--- config.mk ---
export PLATFORM = sky130hd
export DESIGN_NAME = latching_relay_bank_sequencer
export DESIGN_NICKNAME = d
export VERILOG_FILES = /design/src/hdl/lrbs_pkg.sv /design/src/hdl/lrbs_ctrl.sv /design/src/hdl/lrbs_dpath.sv /design/src/hdl/latching_relay_bank_sequencer.sv
export SDC_FILE = /design/constraint.sdc
export NUM_CORES = 1
export LEC_CHECK = 0
export BUFFER_PORTS_ARGS = -buffer_cell sky130_fd_sc_hd__buf_2
export CORE_MARGIN = 4
export CORE_UTILIZATION = 45
export DETAILED_ROUTE_END_ITERATION = 10
export GPL_ROUTABILITY_DRIVEN = 0
export HOLD_SLACK_MARGIN = 0.15
export SLEW_MARGIN = 20
export SYNTH_ARGS = -nofsm -noshare
export SYNTH_HDL_FRONTEND = slang
export SYNTH_SLANG_ARGS = --single-unit
--- constraint.sdc ---
create_clock -name clk_i -period 5.87 [get_ports clk_i]
set_clock_uncertainty 0.15 [all_clocks]
set_input_delay 0.8805 -clock clk_i [delete_from_list [all_inputs] [get_ports clk_i]]
set_output_delay 0.8805 -clock clk_i [all_outputs]
set_load 0.02 [all_outputs]
--- src/hdl/lrbs_pkg.sv ---
package lrbs_pkg;

  localparam int unsigned BandCountDefault = 16;

  localparam int unsigned CfgIdxW = 2;
  localparam int unsigned CfgDataW = 16;

  localparam logic [CfgIdxW-1:0] CfgInvert = 2'd0;
  localparam logic [CfgIdxW-1:0] CfgChips  = 2'd1;
  localparam logic [CfgIdxW-1:0] CfgTicks  = 2'd2;

  localparam logic [1:0] ChipsNibble = 2'd1;
  localparam logic [1:0] ChipsByte   = 2'd2;

  localparam logic [9:0] ClampNibble = 10'd15;
  localparam logic [9:0] ClampByte   = 10'd255;

  localparam logic [1:0] ChipCountReset = 2'd2;
  localparam logic [15:0] TicksReset    = 16'd20;

  typedef enum logic [1:0] {
    OP_TICK   = 2'd0,
    OP_SELECT = 2'd1,
    OP_SET    = 2'd2,
    OP_STEP   = 2'd3
  } op_e;

  typedef enum logic [1:0] {
    ST_IDLE,
    ST_READ,
    ST_OUT
  } state_e;

  typedef struct packed {
    logic accept;
    logic apply_recall;
  } cmd_t;

  typedef struct packed {
    logic recall;
  } status_t;

  // relay bit i set drives coil 2i, clear drives coil 2i+1; invert swaps the pair
  function automatic logic [15:0] expand_coils(input logic [7:0] value, input logic invert);
    logic [7:0] v;
    logic [15:0] w;
    v = invert ? ~value : value;
    w = '0;
    for (int i = 0; i < 8; i++) begin
      w[2*i]   = v[i];
      w[2*i+1] = ~v[i];
    end
    return w;
  endfunction

endpackage

--- src/hdl/lrbs_ctrl.sv ---
module lrbs_ctrl (
  input  logic              clk_i,
  input  logic              rst_ni,
  input  logic              in_valid_i,
  output logic              in_ready_o,
  output logic              out_valid_o,
  input  logic              out_ready_i,
  input  lrbs_pkg::status_t status_i,
  output lrbs_pkg::cmd_t    cmd_o
);

  lrbs_pkg::state_e state_q, state_d;

  always_ff @(posedge clk_i or negedge rst_ni) begin
    if (!rst_ni) begin
      state_q <= lrbs_pkg::ST_IDLE;
    end else begin
      state_q <= state_d;
    end
  end

  always_comb begin
    state_d = state_q;
    case (state_q)
      lrbs_pkg::ST_IDLE: begin
        if (in_valid_i) begin
          state_d = status_i.recall ? lrbs_pkg::ST_READ : lrbs_pkg::ST_OUT;
        end
      end
      lrbs_pkg::ST_READ: begin
        state_d = lrbs_pkg::ST_OUT;
      end
      lrbs_pkg::ST_OUT: begin
        if (out_ready_i) begin
          state_d = lrbs_pkg::ST_IDLE;
        end
      end
      default: begin
        state_d = lrbs_pkg::ST_IDLE;
      end
    endcase
  end

  always_comb begin
    in_ready_o         = 1'b0;
    out_valid_o        = 1'b0;
    cmd_o.accept       = 1'b0;
    cmd_o.apply_recall = 1'b0;
    case (state_q)
      lrbs_pkg::ST_IDLE: begin
        in_ready_o   = 1'b1;
        cmd_o.accept = in_valid_i;
      end
      lrbs_pkg::ST_READ: begin
        cmd_o.apply_recall = 1'b1;
      end
      lrbs_pkg::ST_OUT: begin
        out_valid_o = 1'b1;
      end
      default: begin
        in_ready_o = 1'b0;
      end
    endcase
  end

endmodule

--- src/hdl/lrbs_dpath.sv ---
module lrbs_dpath #(
  parameter int unsigned BAND_COUNT = lrbs_pkg::BandCountDefault
) (
  input  logic                          clk_i,
  input  logic                          rst_ni,
  input  logic                          cfg_we_i,
  input  logic [lrbs_pkg::CfgIdxW-1:0]  cfg_index_i,
  input  logic [lrbs_pkg::CfgDataW-1:0] cfg_data_i,
  input  lrbs_pkg::cmd_t                cmd_i,
  output lrbs_pkg::status_t             status_o,
  input  logic [1:0]                    operation_i,
  input  logic [3:0]                    band_index_i,
  input  logic [7:0]                    set_value_i,
  input  logic signed [8:0]             step_amount_i,
  output logic [15:0]                   coil_word_o,
  output logic [7:0]                    relay_value_o,
  output logic [3:0]                    current_band_o,
  output logic                          busy_res_o,
  output logic                          rejected_o
);

  localparam int unsigned BandAw = (BAND_COUNT > 1) ? $clog2(BAND_COUNT) : 1;
  localparam logic [8:0] BandLimit = 9'(BAND_COUNT);

  logic        invert_q;
  logic [1:0]  chips_q;
  logic [15:0] ticks_q;

  logic [7:0]  value_q, value_d;
  logic [3:0]  band_q, band_d;
  logic [15:0] drive_q, drive_d;
  logic [15:0] pulse_q, pulse_d;
  logic        rejected_q, rejected_d;

  logic [7:0]  band_mem [BAND_COUNT];
  logic [BAND_COUNT-1:0] stored_q;
  logic [7:0]  rd_data_q;
  logic        rd_hit_q;

  lrbs_pkg::op_e op;
  logic        busy;
  logic        band_ok;
  logic        apply_en;
  logic [7:0]  apply_val;
  logic [7:0]  stepped;
  logic signed [9:0] step_sum;
  logic [9:0]  clamp_top;
  logic [15:0] pulse_dec;
  logic [BandAw-1:0] rd_addr;
  logic [BandAw-1:0] wr_addr;

  assign op      = lrbs_pkg::op_e'(operation_i);
  assign busy    = (pulse_q != 16'd0);
  assign band_ok = ({5'd0, band_index_i} < BandLimit);
  assign rd_addr = BandAw'(band_index_i);
  assign wr_addr = BandAw'(band_q);

  assign status_o.recall = (op == lrbs_pkg::OP_SELECT) && !busy && band_ok;

  always_ff @(posedge clk_i or negedge rst_ni) begin
    if (!rst_ni) begin
      invert_q <= 1'b0;
      chips_q  <= lrbs_pkg::ChipCountReset;
      ticks_q  <= lrbs_pkg::TicksReset;
    end else if (cfg_we_i) begin
      case (cfg_index_i)
        lrbs_pkg::CfgInvert: invert_q <= cfg_data_i[0];
        lrbs_pkg::CfgChips:  chips_q  <= cfg_data_i[1:0];
        lrbs_pkg::CfgTicks:  ticks_q  <= cfg_data_i;
        default: begin
        end
      endcase
    end
  end

  // relative step, clamped by the chip count; a chip count other than nibble or byte holds the value
  assign step_sum  = $signed({2'b00, value_q}) + $signed({step_amount_i[8], step_amount_i});
  assign clamp_top = (chips_q == lrbs_pkg::ChipsNibble) ? lrbs_pkg::ClampNibble
                                                        : lrbs_pkg::ClampByte;
  always_comb begin
    if (chips_q == lrbs_pkg::ChipsNibble || chips_q == lrbs_pkg::ChipsByte) begin
      if (step_sum[9]) begin
        stepped = 8'd0;
      end else if (10'(step_sum) > clamp_top) begin
        stepped = clamp_top[7:0];
      end else begin
        stepped = step_sum[7:0];
      end
    end else begin
      stepped = value_q;
    end
  end

  always_comb begin
    apply_en  = cmd_i.apply_recall;
    apply_val = rd_hit_q ? rd_data_q : 8'd0;
    if (cmd_i.accept && !busy) begin
      if (op == lrbs_pkg::OP_SET) begin
        apply_en  = 1'b1;
        apply_val = set_value_i;
      end else if (op == lrbs_pkg::OP_STEP) begin
        apply_en  = 1'b1;
        apply_val = stepped;
      end
    end
  end

  assign pulse_dec = pulse_q - 16'd1;

  always_comb begin
    value_d    = value_q;
    band_d     = band_q;
    drive_d    = drive_q;
    pulse_d    = pulse_q;
    rejected_d = rejected_q;
    if (cmd_i.accept) begin
      rejected_d = (op != lrbs_pkg::OP_TICK) &&
                   (busy || (op == lrbs_pkg::OP_SELECT && !band_ok));
      if (op == lrbs_pkg::OP_TICK && busy) begin
        pulse_d = pulse_dec;
        if (pulse_dec == 16'd0) begin
          drive_d = 16'd0;
        end
      end
      if (status_o.recall) begin
        band_d = band_index_i;
      end
    end
    if (apply_en) begin
      value_d = apply_val;
      pulse_d = ticks_q;
      drive_d = (ticks_q != 16'd0) ? lrbs_pkg::expand_coils(apply_val, invert_q) : 16'd0;
    end
  end

  always_ff @(posedge clk_i or negedge rst_ni) begin
    if (!rst_ni) begin
      value_q    <= 8'd0;
      band_q     <= 4'd0;
      drive_q    <= 16'd0;
      pulse_q    <= 16'd0;
      rejected_q <= 1'b0;
      stored_q   <= '0;
    end else begin
      value_q    <= value_d;
      band_q     <= band_d;
      drive_q    <= drive_d;
      pulse_q    <= pulse_d;
      rejected_q <= rejected_d;
      if (apply_en) begin
        stored_q[wr_addr] <= 1'b1;
      end
    end
  end

  // band store: written on every new value, read once per band select
  always_ff @(posedge clk_i) begin
    if (apply_en) begin
      band_mem[wr_addr] <= apply_val;
    end
    if (cmd_i.accept && status_o.recall) begin
      rd_data_q <= band_mem[rd_addr];
      rd_hit_q  <= stored_q[rd_addr];
    end
  end

  assign coil_word_o    = drive_q;
  assign relay_value_o  = value_q;
  assign current_band_o = band_q;
  assign busy_res_o     = busy;
  assign rejected_o     = rejected_q;

endmodule

--- src/hdl/latching_relay_bank_sequencer.sv ---
// channel   handshake                  payload
// in        in_valid_i / in_ready_o    operation_i band_index_i set_value_i step_amount_i
// out       out_valid_o / out_ready_i  coil_word_o relay_value_o current_band_o
//                                      busy_res_o rejected_o
// cfg       cfg_valid_i / cfg_ready_o  cfg_index_i cfg_data_i
//
// one item in flight: a tick, set, step or rejected command shows its result the cycle
// after it is taken, a band select only after the extra ST_READ state for the registered
// band store read. in_ready_o is low from the accepting edge until the result is taken.
// reset clears the control and relay state and the band stored flags, not the band store,
// and loads the config defaults; config writes are always taken.
module latching_relay_bank_sequencer #(
  parameter int unsigned BAND_COUNT = lrbs_pkg::BandCountDefault
) (
  input  logic                          clk_i,
  input  logic                          rst_ni,
  input  logic                          cfg_valid_i,
  output logic                          cfg_ready_o,
  input  logic [lrbs_pkg::CfgIdxW-1:0]  cfg_index_i,
  input  logic [lrbs_pkg::CfgDataW-1:0] cfg_data_i,
  input  logic                          in_valid_i,
  output logic                          in_ready_o,
  input  logic [1:0]                    operation_i,
  input  logic [3:0]                    band_index_i,
  input  logic [7:0]                    set_value_i,
  input  logic signed [8:0]             step_amount_i,
  output logic                          out_valid_o,
  input  logic                          out_ready_i,
  output logic [15:0]                   coil_word_o,
  output logic [7:0]                    relay_value_o,
  output logic [3:0]                    current_band_o,
  output logic                          busy_res_o,
  output logic                          rejected_o
);

  lrbs_pkg::cmd_t    cmd;
  lrbs_pkg::status_t status;

  assign cfg_ready_o = 1'b1;

  lrbs_ctrl u_ctrl (
    .clk_i       (clk_i),
    .rst_ni      (rst_ni),
    .in_valid_i  (in_valid_i),
    .in_ready_o  (in_ready_o),
    .out_valid_o (out_valid_o),
    .out_ready_i (out_ready_i),
    .status_i    (status),
    .cmd_o       (cmd)
  );

  lrbs_dpath #(
    .BAND_COUNT (BAND_COUNT)
  ) u_dpath (
    .clk_i          (clk_i),
    .rst_ni         (rst_ni),
    .cfg_we_i       (cfg_valid_i && cfg_ready_o),
    .cfg_index_i    (cfg_index_i),
    .cfg_data_i     (cfg_data_i),
    .cmd_i          (cmd),
    .status_o       (status),
    .operation_i    (operation_i),
    .band_index_i   (band_index_i),
    .set_value_i    (set_value_i),
    .step_amount_i  (step_amount_i),
    .coil_word_o    (coil_word_o),
    .relay_value_o  (relay_value_o),
    .current_band_o (current_band_o),
    .busy_res_o     (busy_res_o),
    .rejected_o     (rejected_o)
  );

  a_one_in_flight: assert property (@(posedge clk_i) disable iff (!rst_ni)
    out_valid_o |-> !in_ready_o)
    else $error("input taken while a result waits");

  a_direct_result: assert property (@(posedge clk_i) disable iff (!rst_ni)
    (in_valid_i && in_ready_o && !status.recall) |=> out_valid_o)
    else $error("result missing after a direct item");

  a_recall_wait: assert property (@(posedge clk_i) disable iff (!rst_ni)
    (in_valid_i && in_ready_o && status.recall) |=> (!out_valid_o && cmd.apply_recall))
    else $error("band select did not wait for the store read");

  a_idle_coils: assert property (@(posedge clk_i) disable iff (!rst_ni)
    (out_valid_o && !busy_res_o) |-> (coil_word_o == 16'd0))
    else $error("coil word driven with no pulse running");

endmodule

# Word level (Yosys, flattened, before mapping)
# Memories as Yosys holds them, arrays and structs flattened. A register that Yosys moved wholly into a read port is not among the register bits.
# Index checks and enable logic that the tools add are counted.
# Widths: inputs -> output; s select.
classes:
  n_addsub: 2
  magnitude_cmp: 4
  eq_ne: 11
  n_mux: 34
  n_bitwise: 10
  reduce_logical: 25
op_table:
  columns: ["op", "n"]
  rows:
  - ["$mux 16", 8]
  - ["$mux 8", 9]
  - ["$reduce_bool 16->1", 2]
  - ["$logic_not 16->1", 1]
  - ["$or 16x16->16", 1]
  - ["$sub 16x1->16 const B", 1]
  - ["$reduce_and 2->1", 6]
  - ["$mux 1", 11]
  - ["$add 9x9->10", 1]
  - ["$eq 2x2->1 const B", 5]
  - ["$gt 10x10->1", 1]
  - ["$lt 4x5->1 const B", 2]
  - ["$eq 2x1->1 const B", 4]
  - ["$not 1->1", 8]
  - ["$not 8->8", 1]
  - ["$reduce_bool 2->1", 4]
  - ["$logic_and 1x1->1", 6]
  - ["$logic_not 2->1", 3]
  - ["$mux 2", 3]
  - ["$pmux 2 s3", 1]
  - ["$bmux 1 s4", 1]
  - ["$demux 1 s4", 1]
  - ["$ge 4x1->1 const B", 1]
  - ["$ne 2x2->1 const B", 2]
  - ["3 further kinds", 3]
totals:
  regBits: 83
  ram_bits: 128
  in_bits: 46
  output_inout_bits: 33
  word_cells: 98
  memories: 1
memory_table:
  columns: ["memory", "words", "word_bits", "read_ports", "rd_ports_with_merged_regs", "write_ports", "line", "source"]
  rows:
  - ["u_dpath.band_mem", 16, 8, 1, 1, 1, "lrbs_dpath.sv:35", "logic [7:0] band_mem [BAND_COUNT];"]

# Logic depth before layout (Yosys ltp)
# Gate-level depths: netlist of run 1.
depth:
  depth_word: 14
  depth_mapped: 17
  mapped_depth_nobuf: 17

# Hierarchy
# A second synthesis of run 1 with hierarchy kept.
unflattened:
  hier_cells: 696
  area_unflattened_um2: 9959.6
by_module_without_submodules:
  columns: ["mod", "n_inst", "cells_each", "area_per_inst_um2", "seq_area_each_um2"]
  rows:
  - ["lrbs_dpath", 1, 684, 9845.7, 6119.6]
  - ["lrbs_ctrl", 1, 10, 102.6, 50.0]
  - ["latching_relay_bank_sequencer", 1, 2, 11.3, 0.0]

# Least setup slack after synthesis of run 1
# No wires, ideal clock.
synth_timing:
  path_type: "input port to flip-flop"
  from: "in step_amount_i[0]"
  to: "reg u_dpath.value_q[6] (netlist: u_dpath.relay_value_o[6])"
  setup_time_ns: 0.070
  arrival_time_ns: 4.533
  required_time_ns: 5.650
  setup_slack_ns: 1.117
  path_stages: 17
  path_buffers: 0
  path_cell_list: "ha_1 > inv_1 > fa_1 > nor2b_1 > o31a_1 > o21ai_0 > a21boi_0 > nor2_1 > ha_1 > nand4_1 > nor3b_1 > nor4b_1 > o21ai_1 > nor4_1 > o21ai_0 > a21boi_0 > mux2_2"
synth_between:
  elab_chain_len: 8
synth_rtl:
  columns: ["element", "line", "source"]
  rows:
  - ["start: declaration", "latching_relay_bank_sequencer.sv:26", "input logic signed [8:0] step_amount_i,"]
  - ["$add 9x9->10 (*)", "lrbs_dpath.sv:77", "assign step_sum = $signed({2'b00, value_q}) + $signed({step_amount_i[8], step_amount_i});"]
  - ["$gt 10x10->1", "lrbs_dpath.sv:84", "end else if (10'(step_sum) > clamp_top) begin"]
  - ["$mux 8", "lrbs_dpath.sv:84", null]
  - ["$mux 8 (*)", "lrbs_dpath.sv:82", "if (step_sum[9]) begin"]
  - ["$mux 8 (*)", "lrbs_dpath.sv:81", "if (chips_q == lrbs_pkg::ChipsNibble || chips_q == lrbs_pkg::ChipsByte) begin"]
  - ["$mux 8 (*)", "lrbs_dpath.sv:101", "end else if (op == lrbs_pkg::OP_STEP) begin"]
  - ["$mux 8 (*)", "lrbs_dpath.sv:98", "if (op == lrbs_pkg::OP_SET) begin"]
  - ["$mux 8 (*)", "lrbs_dpath.sv:97", "if (cmd_i.accept && !busy) begin"]
  - ["via u_dpath.apply_val[6]", "lrbs_dpath.sv:44", "logic [7:0] apply_val;"]
  - ["end signal: assignment", "lrbs_dpath.sv:145", "value_q <= value_d;"]
  - ["end: declaration", "lrbs_dpath.sv:29", "logic [7:0] value_q, value_d;"]
# Mark *: on every way through the listed nets, which the timed path passes. The rest lies on a longest branch.
# A chain may end at the register's enable or synchronous reset.

# Worst setup path after layout of run 1
layout_timing:
  from: "reg u_dpath.value_q[0] (netlist: u_dpath.relay_value_o[0])"
  to: "mem u_dpath.band_mem[2][0], data pin"
layout_between:
  elab_chain_len: 8
layout_rtl:
  columns: ["element", "line"]
  rows:
  - ["$add 9x9->10", "lrbs_dpath.sv:77"]
  - ["$gt 10x10->1", "lrbs_dpath.sv:84"]
  - ["$mux 8", "lrbs_dpath.sv:84"]
  - ["$mux 8", "lrbs_dpath.sv:82"]
  - ["$mux 8 (*)", "lrbs_dpath.sv:81"]
  - ["$mux 8 (*)", "lrbs_dpath.sv:101"]
  - ["$mux 8 (*)", "lrbs_dpath.sv:98"]
  - ["$mux 8 (*)", "lrbs_dpath.sv:97"]
  - ["via u_dpath.apply_val[0]", "lrbs_dpath.sv:44"]
  - ["end: declaration", "lrbs_dpath.sv:35"]
# Marked as above.

==> summary.md, run 1 <==
| Metric | Value |
|---|---|
| Status | complete, no violations |
| DR pass1 iterations | 5 |
| DR vias/cell | 6.13 |
| Dpl ws | 310 ps |
| Combinational share of power | 24.4% |
| Hold crit path type | flop to flop |
| Remaining DRCs | 0 |
| # IOs | 79 |
| Final setup margin | 876 ps |
| Crit. End Element | flop |
| First-pass GRT wire length | 42300 um |
| Post-Syn Area | 10400 um2 |
| Top post-synthesis cells by area | edfxtp_1 (40%), dfrtp_1 (19%), mux4_2 (9.8%) |
| Ant diodes | 0 |
| Antenna Nets Post-Route | 0 |
| Iteration-0 DRC Markers | 567 |
| FP Rows | 55 |
| WL final | 26600 um |
| Synth Net Count | 796 |
| Vias in the first global route | 7190 |
| Final min period | 4990 ps |
| Die Wd | 160 um |
| Clk root buf | clkbuf_16 |
| Synth cell count leaders | edfxtp_1 (137), dfrtp_1 (79), nor2_1 (51) |
| Max Freq | 200 MHz |
| Slew Viols, Final | 0 |
| Yosys reg bits | 219 |
| CTS tree | built |
| Core area | 22600 um2 |
| Layout net count | 889 |
| Fin. Hold Viols | 0 |
| Setup crit start | u_dpath.relay_value_o[0]$_DFFE_PN0N_ |
| DR vias | 6930 |
| Multi-input gate area | 3990 um2 |
| Sequential cell area | 6170 um2 |
| Initial antenna violation count | 0 |
| Gr ovfl total | 0 |
| Wire length per cell | 23.5 um |
| Worst-Skew Late Latency | 520 ps |
| Share of cells above drive strength 1 | 30.3% |
| Cts bufs inserted | 25 |
| Clock Tree Buf Depth | 3 |
| Startpoint Class | flop |
| Asr flop ratio synth | 37.4% |
| Post-synth EDFFs | 137 |
| Final setup fails | 0 |
| Crit Path Category | flop to flop |
| Sw Pwr | 1.51 mW |
| Leak pwr | 4.64 nW |
| Sequential area share after synthesis | 59.5% |
| Fill cell count | 1872 |
| Pwr per Cell Area | 399 nW/um2 |
| Initial Utilization | 45.8% |
| Die ar. | 25500 um2 |
| Synth cell types | 80 |
| Net Sw Frac | 31.5% |
| H-tree levels | 1 |
| Final HPWL DP | 18000 um |
| Reg clk slew, reported paths | 60 ps |
| CTS sink count | 219 |
| Data arrival, critical path | 5010 ps |
| Syn avg cell area | 14.1 um2 |
| Post-CTS sizing | 0 |
| Die height | 160 um |
| Largest net degree at the start of global routing | 64 |
| Synth-to-layout area growth | 16.1% |
| Post-Syn Instances | 734 |
| Slew margin rel. | 33.8% |
| Crit share post-route | 85.1% |
| Yosys warns | 0 |
| Max FO, Critical Path | 16 |
| Start of the worst register-to-register path | u_dpath.relay_value_o[0]$_DFFE_PN0N_ |
| Maxcap violations | 0 |
| Total GRT Usage | 20.9% |
| Top FF cell, synth | edfxtp_1 |
| Top cell type's share of synthesized area | 39.7% |
| RSZ-0062 raised after global routing | no |
| Worst path required time | 5890 ps |
| Least-Margin Pin Slew | 993 ps |
| Internal power | 3.29 mW |
| Hold path start | u_dpath.stored_q[13]$_DFFE_PN0N_ |
| Clock Power Share | 34.3% |
| Seq pwr share | 41.3% |
| Buffers added on ports | 77 |
| Largest area contributor in the netlist | edfxtp_1 |
| Count leader, synth | edfxtp_1 |
| Setup TNS | 0 ps |
| Highest ir drop seen on vdd | 228 uV |
metal layers:
metal	global-route usage, %	share of wire [%]	vias up
met5	0	0	-
met4	4.50	2.0	0
met3	3.10	6.1	48
met2	35.1	49	269
met1	29.4	43	3531
li1	-	-	3082
sequential cells by signal, summed over array words and instances (netlist names):
register                flops
u_dpath.stored_q           16
u_ctrl.state_q              2
u_dpath.invert_q            1
u_dpath.pulse_q            16
u_dpath.coil_word_o        16
u_dpath.ticks_q            16
u_dpath.current_band_o      4
u_dpath.band_mem          128
u_dpath.rejected_o          1
u_dpath.rd_hit_q            1
u_dpath.relay_value_o       8
u_dpath.rd_data_q           8
u_dpath.chips_q             2
per-stage QoR:
stage / hold WS (ps) / total power, mW / utilization, % / std cells / area [um2]
3_5_place_dp: 300 / 3.16 / 49.1 / 1084 / 11100
3_3_place_gp: 294 / 3.12 / 49.1 / 1084 / 11100
2_1_floorplan: 278 / 2.82 / - / 734 / 10400
6_report: 314 / 4.80 / 53.1 / 1131 / 12000
5_1_grt: 326 / 5.05 / 53.1 / 1131 / 12000
4_1_cts: 317 / 4.82 / 53.1 / 1131 / 12000
cell usage in the layout (no fill, tap or decap), types with 7 or more instances in the layout:
master and instances:
mux2_2 27, dfrtp_1 79, buf_2 76, ha_1 15, nand4_1 7, a22oi_1 7, a221o_1 19, o21ai_0 24
clkbuf_16 25, nand3_1 9, nor3_1 16, a21oi_1 26, edfxtp_1 137, nor2_1 51, mux4_2 45, a21o_1 9
and2_1 7, inv_1 12, buf_4 25, nand2_1 45, nor4_1 11, or2_2 11
critical path: stages (launching register included):
cell	delay [ps]
dfrtp_1	420
ha_1	190
inv_1	60
fa_1	430
nor2b_1	180
o31a_1	220
o21ai_0	120
a21boi_0	250
nor2_1	110
ha_1	320
nand4_1	120
nor3b_1	220
nor4b_1	380
o21ai_1	190
or4_1	530
a21oi_1	410
inv_1	350
final timing paths:
| kind | to | slack [ps] | depth (start not counted) |
|---|---|---|---|
| min reg2reg | u_dpath.stored_q[13]$_DFFE_PN0N_ | 310 | 1 |
| max reg2reg | u_dpath.band_mem[2][0]$_DFFE_PP_ | 880 | 16 |
| min | u_dpath.stored_q[13]$_DFFE_PN0N_ | 310 | 1 |
| max in group asynchronous | u_dpath.pulse_q[1]$_DFFE_PN0P_ | 3810 | 3 |
| min in group asynchronous | u_dpath.relay_value_o[1]$_DFFE_PN0N_ | 650 | 2 |
| max | u_dpath.band_mem[2][0]$_DFFE_PP_ | 880 | 16 |
layout make-up:
type	instances	area share (%)
sequential	219	51.3
multi-input combinational	466	33.2
clock buffer	31	5.55
timing repair buffer	102	4.81
tap	285	2.96
clock inverter	15	1.78
inverter	13	0.406
cell families after synthesis:
group	count (synthesis)	synth area share [%]
AOI/OAI and AO/OA	153	10.8
xor gates and xnor gates	8	0.676
adders and majority gates	16	2.00
buffers and inverters	49	2.14
DFF	219	59.5
muxes	73	12.9
other	1	0.0362
and+or+nand+nor	215	11.9
repair_timing:
item,4_1_cts,5_1_grt
buffers inserted,0,0
hold endpoints to repair,19,0
hold buffers,1,0
endpoints found under the setup margin,0,0
power by group through the flow:
stage               logic, mW  clock network, mW  registers (mW)
detailed placement       1.15                  0            2.01
global route             1.28               1.76            2.01
global placement         1.11                  0            2.00
floorplan               0.802                  0            2.02
finish                   1.17               1.65            1.99
CTS                      1.16               1.68            1.98
Power figures use the tool's default switching activity.
==> inputs of run 2 (changes only) <==
--- a/config.mk
+++ b/config.mk
@@ -10,7 +10,9 @@
 export CORE_UTILIZATION = 45
 export DETAILED_ROUTE_END_ITERATION = 10
 export GPL_ROUTABILITY_DRIVEN = 0
+export GPL_TIMING_DRIVEN = 0
 export HOLD_SLACK_MARGIN = 0.15
+export REMOVE_ABC_BUFFERS = 1
 export SLEW_MARGIN = 20
 export SYNTH_ARGS = -nofsm -noshare
 export SYNTH_HDL_FRONTEND = slang
==> run 2 against run 1 <==
Total power down 3.4%. Sequential share of layout area up 0.80 points. Combinational power about the same. Critical path type unchanged. Largest power group unchanged.
==> summary.md, run 2 (synthesis gave the netlist of run 1 again) <==
| Metric | Value |
|---|---|
| Status | complete, no violations |
| Layout Utilization | 52.3% (-0.82 points) |
| Leak pwr | 4.52 nW (-2.6%) |
| DR vias | 6749 (-2.6%) |
| Cell depth of the worst setup path | 16 (unchanged) |
| Die height | 160 um (unchanged) |
| RSZ-0062 raised after global routing | no |
| Final HPWL DP | 16600 um (-7.4%) |
| Fin. Hold Viols | 0 (unchanged) |
| Crit-path cells | ha_1 -> inv_1 -> fa_1 -> nor2b_1 -> o31a_1 -> o21ai_0 -> a21boi_0 -> nor2_1 -> ha_1 -> nand4_1 -> nor3b_1 -> nor4b_1 -> o21ai_1 -> or4_1 -> a21oi_1 -> inv_1 |
| Final min period | 5190 ps (+199 ps) |
| Sw Pwr | 1.50 mW (-1.0%) |
| Fill cell count | 1896 (+1.3%) |
| Initial Utilization | 45.8% (unchanged) |
| Seq pwr share | 42.7% (+1.4 points) |
| Vias in the first global route | 6754 (-6.1%) |
| Non-filler instance count after layout | 1110 (-1.9%) |
| Max incr delay on CP | 590 ps (+60 ps) |
| Gr ovfl total | 0 (unchanged) |
| Remaining DRCs | 0 (unchanged) |
| Slowest cell on the critical path | a21oi_1 |
| Pwr per Cell Area | 392 nW/um2 (-1.8%) |
| Iteration-0 DRC Markers | 594 (+4.8%) |
| Crit Path Category | flop to flop |
| Internal power | 3.15 mW (-4.4%) |
| Buffers added on ports | 77 (unchanged) |
| Final setup margin | 677 ps (-199 ps) |
| Cell count after placement | 1063 (-1.9%) |
| Slew margin rel. | 27.7% (-6.1 points) |
| Reg2reg setup slack | 680 ps (-200 ps) |
| DR vias/cell | 6.08 (-0.77%) |
| Clock Tree Buf Depth | 3 (unchanged) |
| Maxcap violations | 0 (unchanged) |
| Core area | 22600 um2 (unchanged) |
| Fin Hold WS | 206 ps (-108 ps) |
| Commonest non-fill, non-tap cells in the layout | edfxtp_1 (137), dfrtp_1 (79), buf_2 (75) |
| Initial antenna violation count | 0 (unchanged) |
| Wire length per cell | 21.3 um (-9.4%) |
| Multi-input gate area | 4020 um2 (+0.66%) |
| Net Sw Frac | 32.2% (+0.76 points) |
| Layout net count | 868 (-2.4%) |
| Buf+Inv Stages, Crit Path | 2 (unchanged) |
| Delay-heaviest family, CP | simple AND/OR/NAND/NOR gates |
| CTS sink count | 219 (unchanged) |
| Antenna Nets Post-Route | 0 (unchanged) |
| Die Wd | 160 um (unchanged) |
| DR pass1 iterations | 5 (unchanged) |
| Worst-Skew Late Latency | 520 ps (about the same) |
| Max reg flops | 128 (unchanged) |
| CTS tree | built |
| Final setup fails | 0 (unchanged) |
| Data arrival, critical path | 5200 ps (+190 ps) |
| Reg clk slew, reported paths | 60 ps (about the same) |
| Crit. End Element | flop |
| R2R cell count | 16 (unchanged) |
| Largest net degree at the start of global routing | 43 (-33%) |
| Total GRT Usage | 18.3% (-2.6 points) |
| Crit share post-route | 88.5% (+3.4 points) |
| Dpl ws | 235 ps (-74.2 ps) |
| Clock Power Share | 32.3% (-2.0 points) |
| Die ar. | 25500 um2 (unchanged) |
| Hold crit path type | input pin to asynchronous set/reset pin |
| Sequential cell area | 6170 um2 (unchanged) |
| Max Freq | 193 MHz (-3.8%) |
| Share of cells above drive strength 1 | 29.2% (-1.0 points) |
| Least-Margin Pin Slew | 1080 ps (+89.0 ps) |
| Combinational share of power | 25.0% (+0.6 points) |
| Clk root buf | clkbuf_16 |
| Hold buffer count at CTS | 0 (-1) |
| Post-CTS sizing | 0 (unchanged) |
| Cts bufs inserted | 25 (unchanged) |
| Commonest non-fill, non-tap cell in the layout | edfxtp_1 |
| Postcts setup bufs | 0 (unchanged) |
| FP Rows | 55 (unchanged) |
| Setup TNS | 0 ps (unchanged) |
| Startpoint Class | flop |
| # IOs | 79 (unchanged) |
| Largest Register | u_dpath.band_mem |
| Highest ir drop seen on vdd | 301 uV (+32%) |
| Worst path required time | 5880 ps (about the same) |
| Max FO, Critical Path | 16 (unchanged) |
| Synth-to-layout area growth | 14.3% |
| First-pass GRT wire length | 37600 um (-11%) |
| Slew Viols, Final | 0 (unchanged) |
| WL final | 23600 um (-11%) |
| Ant diodes | 0 (unchanged) |
| H-tree levels | 1 (unchanged) |
[run 2: cell count changes in the layout (fill, tap and decap cells not counted), sizes merged]
cell,before,now
dlygate4sd3,1,0
bufinv,5,2
clkinv,8,15
clkinvlp,1,0
buf,101,81
clkbuf,31,28
[run 2: through the flow]
| step | total power [mW] | area, um2 |
|---|---|---|
| after floorplan | 2.78 | 10200 |
| after global placement | 3.11 | 10900 |
| after detailed placement | 3.15 | 11000 |
| after CTS | 4.67 | 11800 |
| after global routing | 4.88 | 11800 |
| final | 4.64 | 11800 |
[run 2: final cells by class]
| class | instances | area share (%) |
|---|---|---|
| clock buffer | 28 | 5.46 |
| inverter | 13 | 0.412 |
| tap | 285 | 3.01 |
| clock inverter | 18 | 1.36 |
| sequential | 219 | 52.1 |
| timing repair buffer | 81 | 3.72 |
| multi-input combinational | 466 | 33.9 |
[run 2: power groups by stage]
stage | sequential, mW | combinational, mW | clock, mW
2_1_floorplan | 2.03 | 0.742 | 0
5_1_grt | 2.00 | 1.26 | 1.61
3_5_place_dp | 2.01 | 1.15 | 0
3_3_place_gp | 2.00 | 1.11 | 0
4_1_cts | 1.98 | 1.15 | 1.54
6_report | 1.98 | 1.16 | 1.50
[run 2: worst paths after layout]
path / end / start
min in group clk_i: u_dpath.stored_q[14]$_DFFE_PN0N_ / u_dpath.stored_q[14]$_DFFE_PN0N_
max in group asynchronous: u_dpath.stored_q[11]$_DFFE_PN0N_ / rst_ni
worst min register to register: u_dpath.stored_q[14]$_DFFE_PN0N_ / u_dpath.stored_q[14]$_DFFE_PN0N_
worst max-delay path: u_dpath.band_mem[11][0]$_DFFE_PP_ / u_dpath.relay_value_o[0]$_DFFE_PN0N_
worst min-delay path: u_dpath.relay_value_o[5]$_DFFE_PN0N_ / rst_ni
worst max register to register: u_dpath.band_mem[11][0]$_DFFE_PP_ / u_dpath.relay_value_o[0]$_DFFE_PN0N_
[run 2: layer usage]
layer	track usage, %	part of all wire [%]
met1	26.1	43
met2	29.3	47
met3	3.56	7.4
met4	4.54	2.4
met5	0	0
==> inputs of run 3 (changes only) <==
--- a/config.mk
+++ b/config.mk
@@ -5,6 +5,7 @@
 export SDC_FILE = /design/constraint.sdc
 export NUM_CORES = 1
 export LEC_CHECK = 0
+export ABC_AREA = 1
 export BUFFER_PORTS_ARGS = -buffer_cell sky130_fd_sc_hd__buf_2
 export CORE_MARGIN = 4
 export CORE_UTILIZATION = 45
@@ -13,6 +14,7 @@
 export GPL_TIMING_DRIVEN = 0
 export HOLD_SLACK_MARGIN = 0.15
 export REMOVE_ABC_BUFFERS = 1
+export SKIP_CTS_REPAIR_TIMING = 1
 export SLEW_MARGIN = 20
 export SYNTH_ARGS = -nofsm -noshare
 export SYNTH_HDL_FRONTEND = slang
==> run 3 against run 2 <==
Sequential share of layout area grew 0.98 points. Design area shrank 1.8%. Non-clock buffer count shrank 3. Highest routed layer unchanged. Total power grew 0.36%. Worst hold slack lost 18 ps. First-iteration DRC count shrank 25%. Worst setup slack gained 1100 ps. Final cell count grew 24%. Largest cell class unchanged. Sequential power is essentially flat. Critical path type unchanged.
==> summary.md, run 3 <==
| Metric | Value |
|---|---|
| Status | complete, no violations |
| Post-Synth Adder-Cell Area | 2.03% (+0.023 points) |
| Crit Path Category | flop to flop |
| Gr ovfl total | 0 (unchanged) |
| Highest ir drop seen on vdd | 283 uV (-5.9%) |
| Startpoint Class | flop |
| Slew margin rel. | 30.4% (+2.7 points) |
| DR vias/cell | 5.37 (-12%) |
| Count leader, synth | nand2_1 |
| Max Freq | 244 MHz (+26%) |
| Fin. Hold Viols | 0 (unchanged) |
| Top cell type's share of synthesized area | 40.2% (+0.46 points) |
| DR vias | 7368 (+9.2%) |
| Yosys reg bits | 219 (unchanged) |
| Start of the worst register-to-register path | u_dpath.pulse_q[0]$_DFFE_PN0P_ |
| Top post-synthesis cells by area | edfxtp_1 (40%), dfrtp_1 (19%), nand2_1 (7.5%) |
| Share of cells above drive strength 1 | 15.2% (-14 points) |
| Clock Power Share | 32.8% (+0.5 points) |
| Crit. End Element | flop |
| Commonest non-fill, non-tap cell in the layout | nand2_1 |
| CTS sink count | 219 (unchanged) |
| Data arrival, critical path | 4090 ps (-1110 ps) |
| Post-Syn Area | 10200 um2 (-1.1%) |
| Leak pwr | 4.75 nW (+5.3%) |
| Synth-to-layout area growth | 13.5% |
| Cts bufs inserted | 25 (unchanged) |
| Layout Utilization | 52.6% (+0.30 points) |
| Hold crit path type | input pin to asynchronous set/reset pin |
| Synth Area in Compound Gates | 11.4% (+0.55 points) |
| Sequential area share after synthesis | 60.2% (+0.69 points) |
| Die Wd | 159 um (-0.54%) |
| Least-Margin Pin Slew | 1040 ps (-41.3 ps) |
| Wire length per cell | 17.7 um (-17%) |
| Commonest non-fill, non-tap cells in the layout | nand2_1 (204), edfxtp_1 (137), nor2_1 (108) |
| Worst path required time | 5850 ps (-30 ps) |
| Pwr per Cell Area | 401 nW/um2 (+2.3%) |
| Layout net count | 1135 (+31%) |
| Sw Pwr | 1.51 mW (+1.1%) |
| Initial antenna violation count | 0 (unchanged) |
| Remaining DRCs | 0 (unchanged) |
| Core area | 22100 um2 (-2.4%) |
| Max FO, Critical Path | 23 (+7) |
| Post-synth EDFFs | 137 (unchanged) |
| Fill cell count | 2042 (+7.7%) |
| Sequential cell area | 6170 um2 (unchanged) |
| Die height | 159 um (-0.54%) |
| Clk root buf | clkbuf_16 |
| Worst r2r dst | u_dpath.band_mem[14][4]$_DFFE_PP_ |
| Reg2reg setup slack | 1760 ps (+1090 ps) |
| Die ar. | 25200 um2 (-1.1%) |
| FP Rows | 54 (-1.8%) |
| First-pass GRT wire length | 39100 um (+3.9%) |
| Reg clk slew, reported paths | 60 ps (about the same) |
| # IOs | 79 (unchanged) |
| Total GRT Usage | 18.8% (+0.52 points) |
| WL final | 24200 um (+2.5%) |
| Initial Utilization | 46.4% (+0.59 points) |
| Mux cell area share after synthesis | 1.58% (-11 points) |
| Combinational share of power | 25.2% (+0.2 points) |
| H-tree levels | 1 (unchanged) |
| Largest area contributor in the netlist | edfxtp_1 |
| Antenna Nets Post-Route | 0 (unchanged) |
| Slew Viols, Final | 0 (unchanged) |
| RSZ-0062 raised after global routing | no |
| Buffers added on ports | 77 (unchanged) |
| Net Sw Frac | 32.5% (+0.24 points) |
| Post-Synth XOR/XNOR Area | 1.20% (+0.52 points) |
| Crit share post-route | 69.9% (-19 points) |
| Internal power | 3.15 mW (about the same) |
| Setup TNS | 0 ps (unchanged) |
| Final min period | 4110 ps (-1090 ps) |
| DR pass1 iterations | 5 (unchanged) |
| Iteration-0 DRC Markers | 443 (-25%) |
| Syn avg cell area | 10.1 um2 (-28%) |
| Largest Register | u_dpath.band_mem |
| Dpl ws | 1280 ps (+1050 ps) |
| Seq pwr share | 41.9% (-0.8 points) |
| Post-Syn Instances | 1010 (+38%) |
| Synth cell types | 52 (-35%) |
| Clock Tree Buf Depth | 3 (unchanged) |
| Yosys warns | 0 (unchanged) |
| Worst-Skew Late Latency | 520 ps (about the same) |
| Top FF cell, synth | edfxtp_1 |
| Main combinational cell family by area after synthesis | simple AND/OR/NAND/NOR gates |
| Asr flop ratio synth | 37.4% (unchanged) |
| Final setup fails | 0 (unchanged) |
| Largest net degree at the start of global routing | 75 (+74%) |
| Final setup margin | 1760 ps (+1090 ps) |
| CTS tree | built |
| Vias in the first global route | 7141 (+5.7%) |
| Synth cell count leaders | nand2_1 (204), edfxtp_1 (137), nor2_1 (108) |
| Max reg flops | 128 (unchanged) |
| Post-Synth Simple-Gate Area | 18.9% (+7.0 points) |
| Maxcap violations | 0 (unchanged) |
| Multi-input gate area | 3600 um2 (-10%) |
| Final HPWL DP | 16100 um (-3.4%) |
| Ant diodes | 0 (unchanged) |
| R2R cell count | 12 (-4) |
-- run 3: cell types whose count changed after synthesis, sizes merged, moves of 8 or more --
cell,delta
nand2,+165
o21ai,+75
or2,-8
mux2,-13
inv,+61
nor2,+62
clkbuf,+8
mux4,-45
a21o,-9
nor3,-12
a221o,-19
o221ai,+32
nand3,+66
nor4,-9
-- run 3: through the flow --
step,instance area [um2],hold WS [ps],std cells,power (mW)
floorplan,10000,278,968,2.80
global placement,10800,290,1325,3.14
detailed placement,10800,295,1326,3.15
CTS,11600,190,1371,4.70
global route,11600,223,1371,4.95
finish,11600,188,1371,4.66
-- run 3: worst max path at each step --
stage,from,to,depth (start not counted)
3_3_place_gp,step_amount_i[0],u_dpath.coil_word_o[1]$_DFFE_PN0P_,27
6_report,u_dpath.pulse_q[0]$_DFFE_PN0P_,u_dpath.band_mem[14][4]$_DFFE_PP_,12
4_1_cts,u_dpath.pulse_q[0]$_DFFE_PN0P_,u_dpath.band_mem[14][4]$_DFFE_PP_,12
3_5_place_dp,step_amount_i[2],u_dpath.coil_word_o[1]$_DFFE_PN0P_,25
5_1_grt,u_dpath.relay_value_o[0]$_DFFE_PN0N_,u_dpath.coil_word_o[1]$_DFFE_PN0P_,26
2_1_floorplan,step_amount_i[0],u_dpath.coil_word_o[1]$_DFFE_PN0P_,26
-- run 3: area by class of cell --
cell class                      count  area share [%]
Tap cell                          280            3.01
Clock inverter                     12            1.21
Sequential cell                   219            53.1
Inverter                           75            2.43
Multi-Input combinational cell    674            31.0
Timing Repair Buffer               78            3.59
Clock buffer                       33            5.73
-- run 3: worst max-delay path: stages, from the launching register on --
cell and delay, ps:
dfrtp_1 390, inv_1 100, ha_1 260, nand3_1 190, nor2_1 170, nand4_1 180, nor2_2 180, inv_2 110
nand2_2 90, nand2_4 160, inv_2 430, nand3_1 420, nor2_1 870
-- run 3: layer usage --
layer,up-vias,wire length (um),global-route usage [%]
met4,0,454,4.34
met2,177,11500,31.1
met3,39,1180,3.14
met1,3499,11100,26.4
met5,-,0,0
li1,3653,-,-
-- run 3: power by group through the flow --
stage                     Clock (mW)  Combinational, mW  Sequential, mW
after floorplan                    0              0.754            2.05
after global placement             0               1.16            1.98
after detailed placement           0               1.18            1.98
after CTS                       1.57               1.18            1.95
after global routing            1.64               1.33            1.98
final                           1.53               1.17            1.95
-- run 3: kinds of logic (layout without fill, tap and decap cells) --
kind of cell | Yosys count | after routing
mux | 14 | 14
fa+ha+maj | 16 | 16
buf+inv | 117 | 198
compound gates | 191 | 191
simple gates | 438 | 438
xor+xnor | 14 | 14
other cells | 1 | 1
flops | 219 | 219
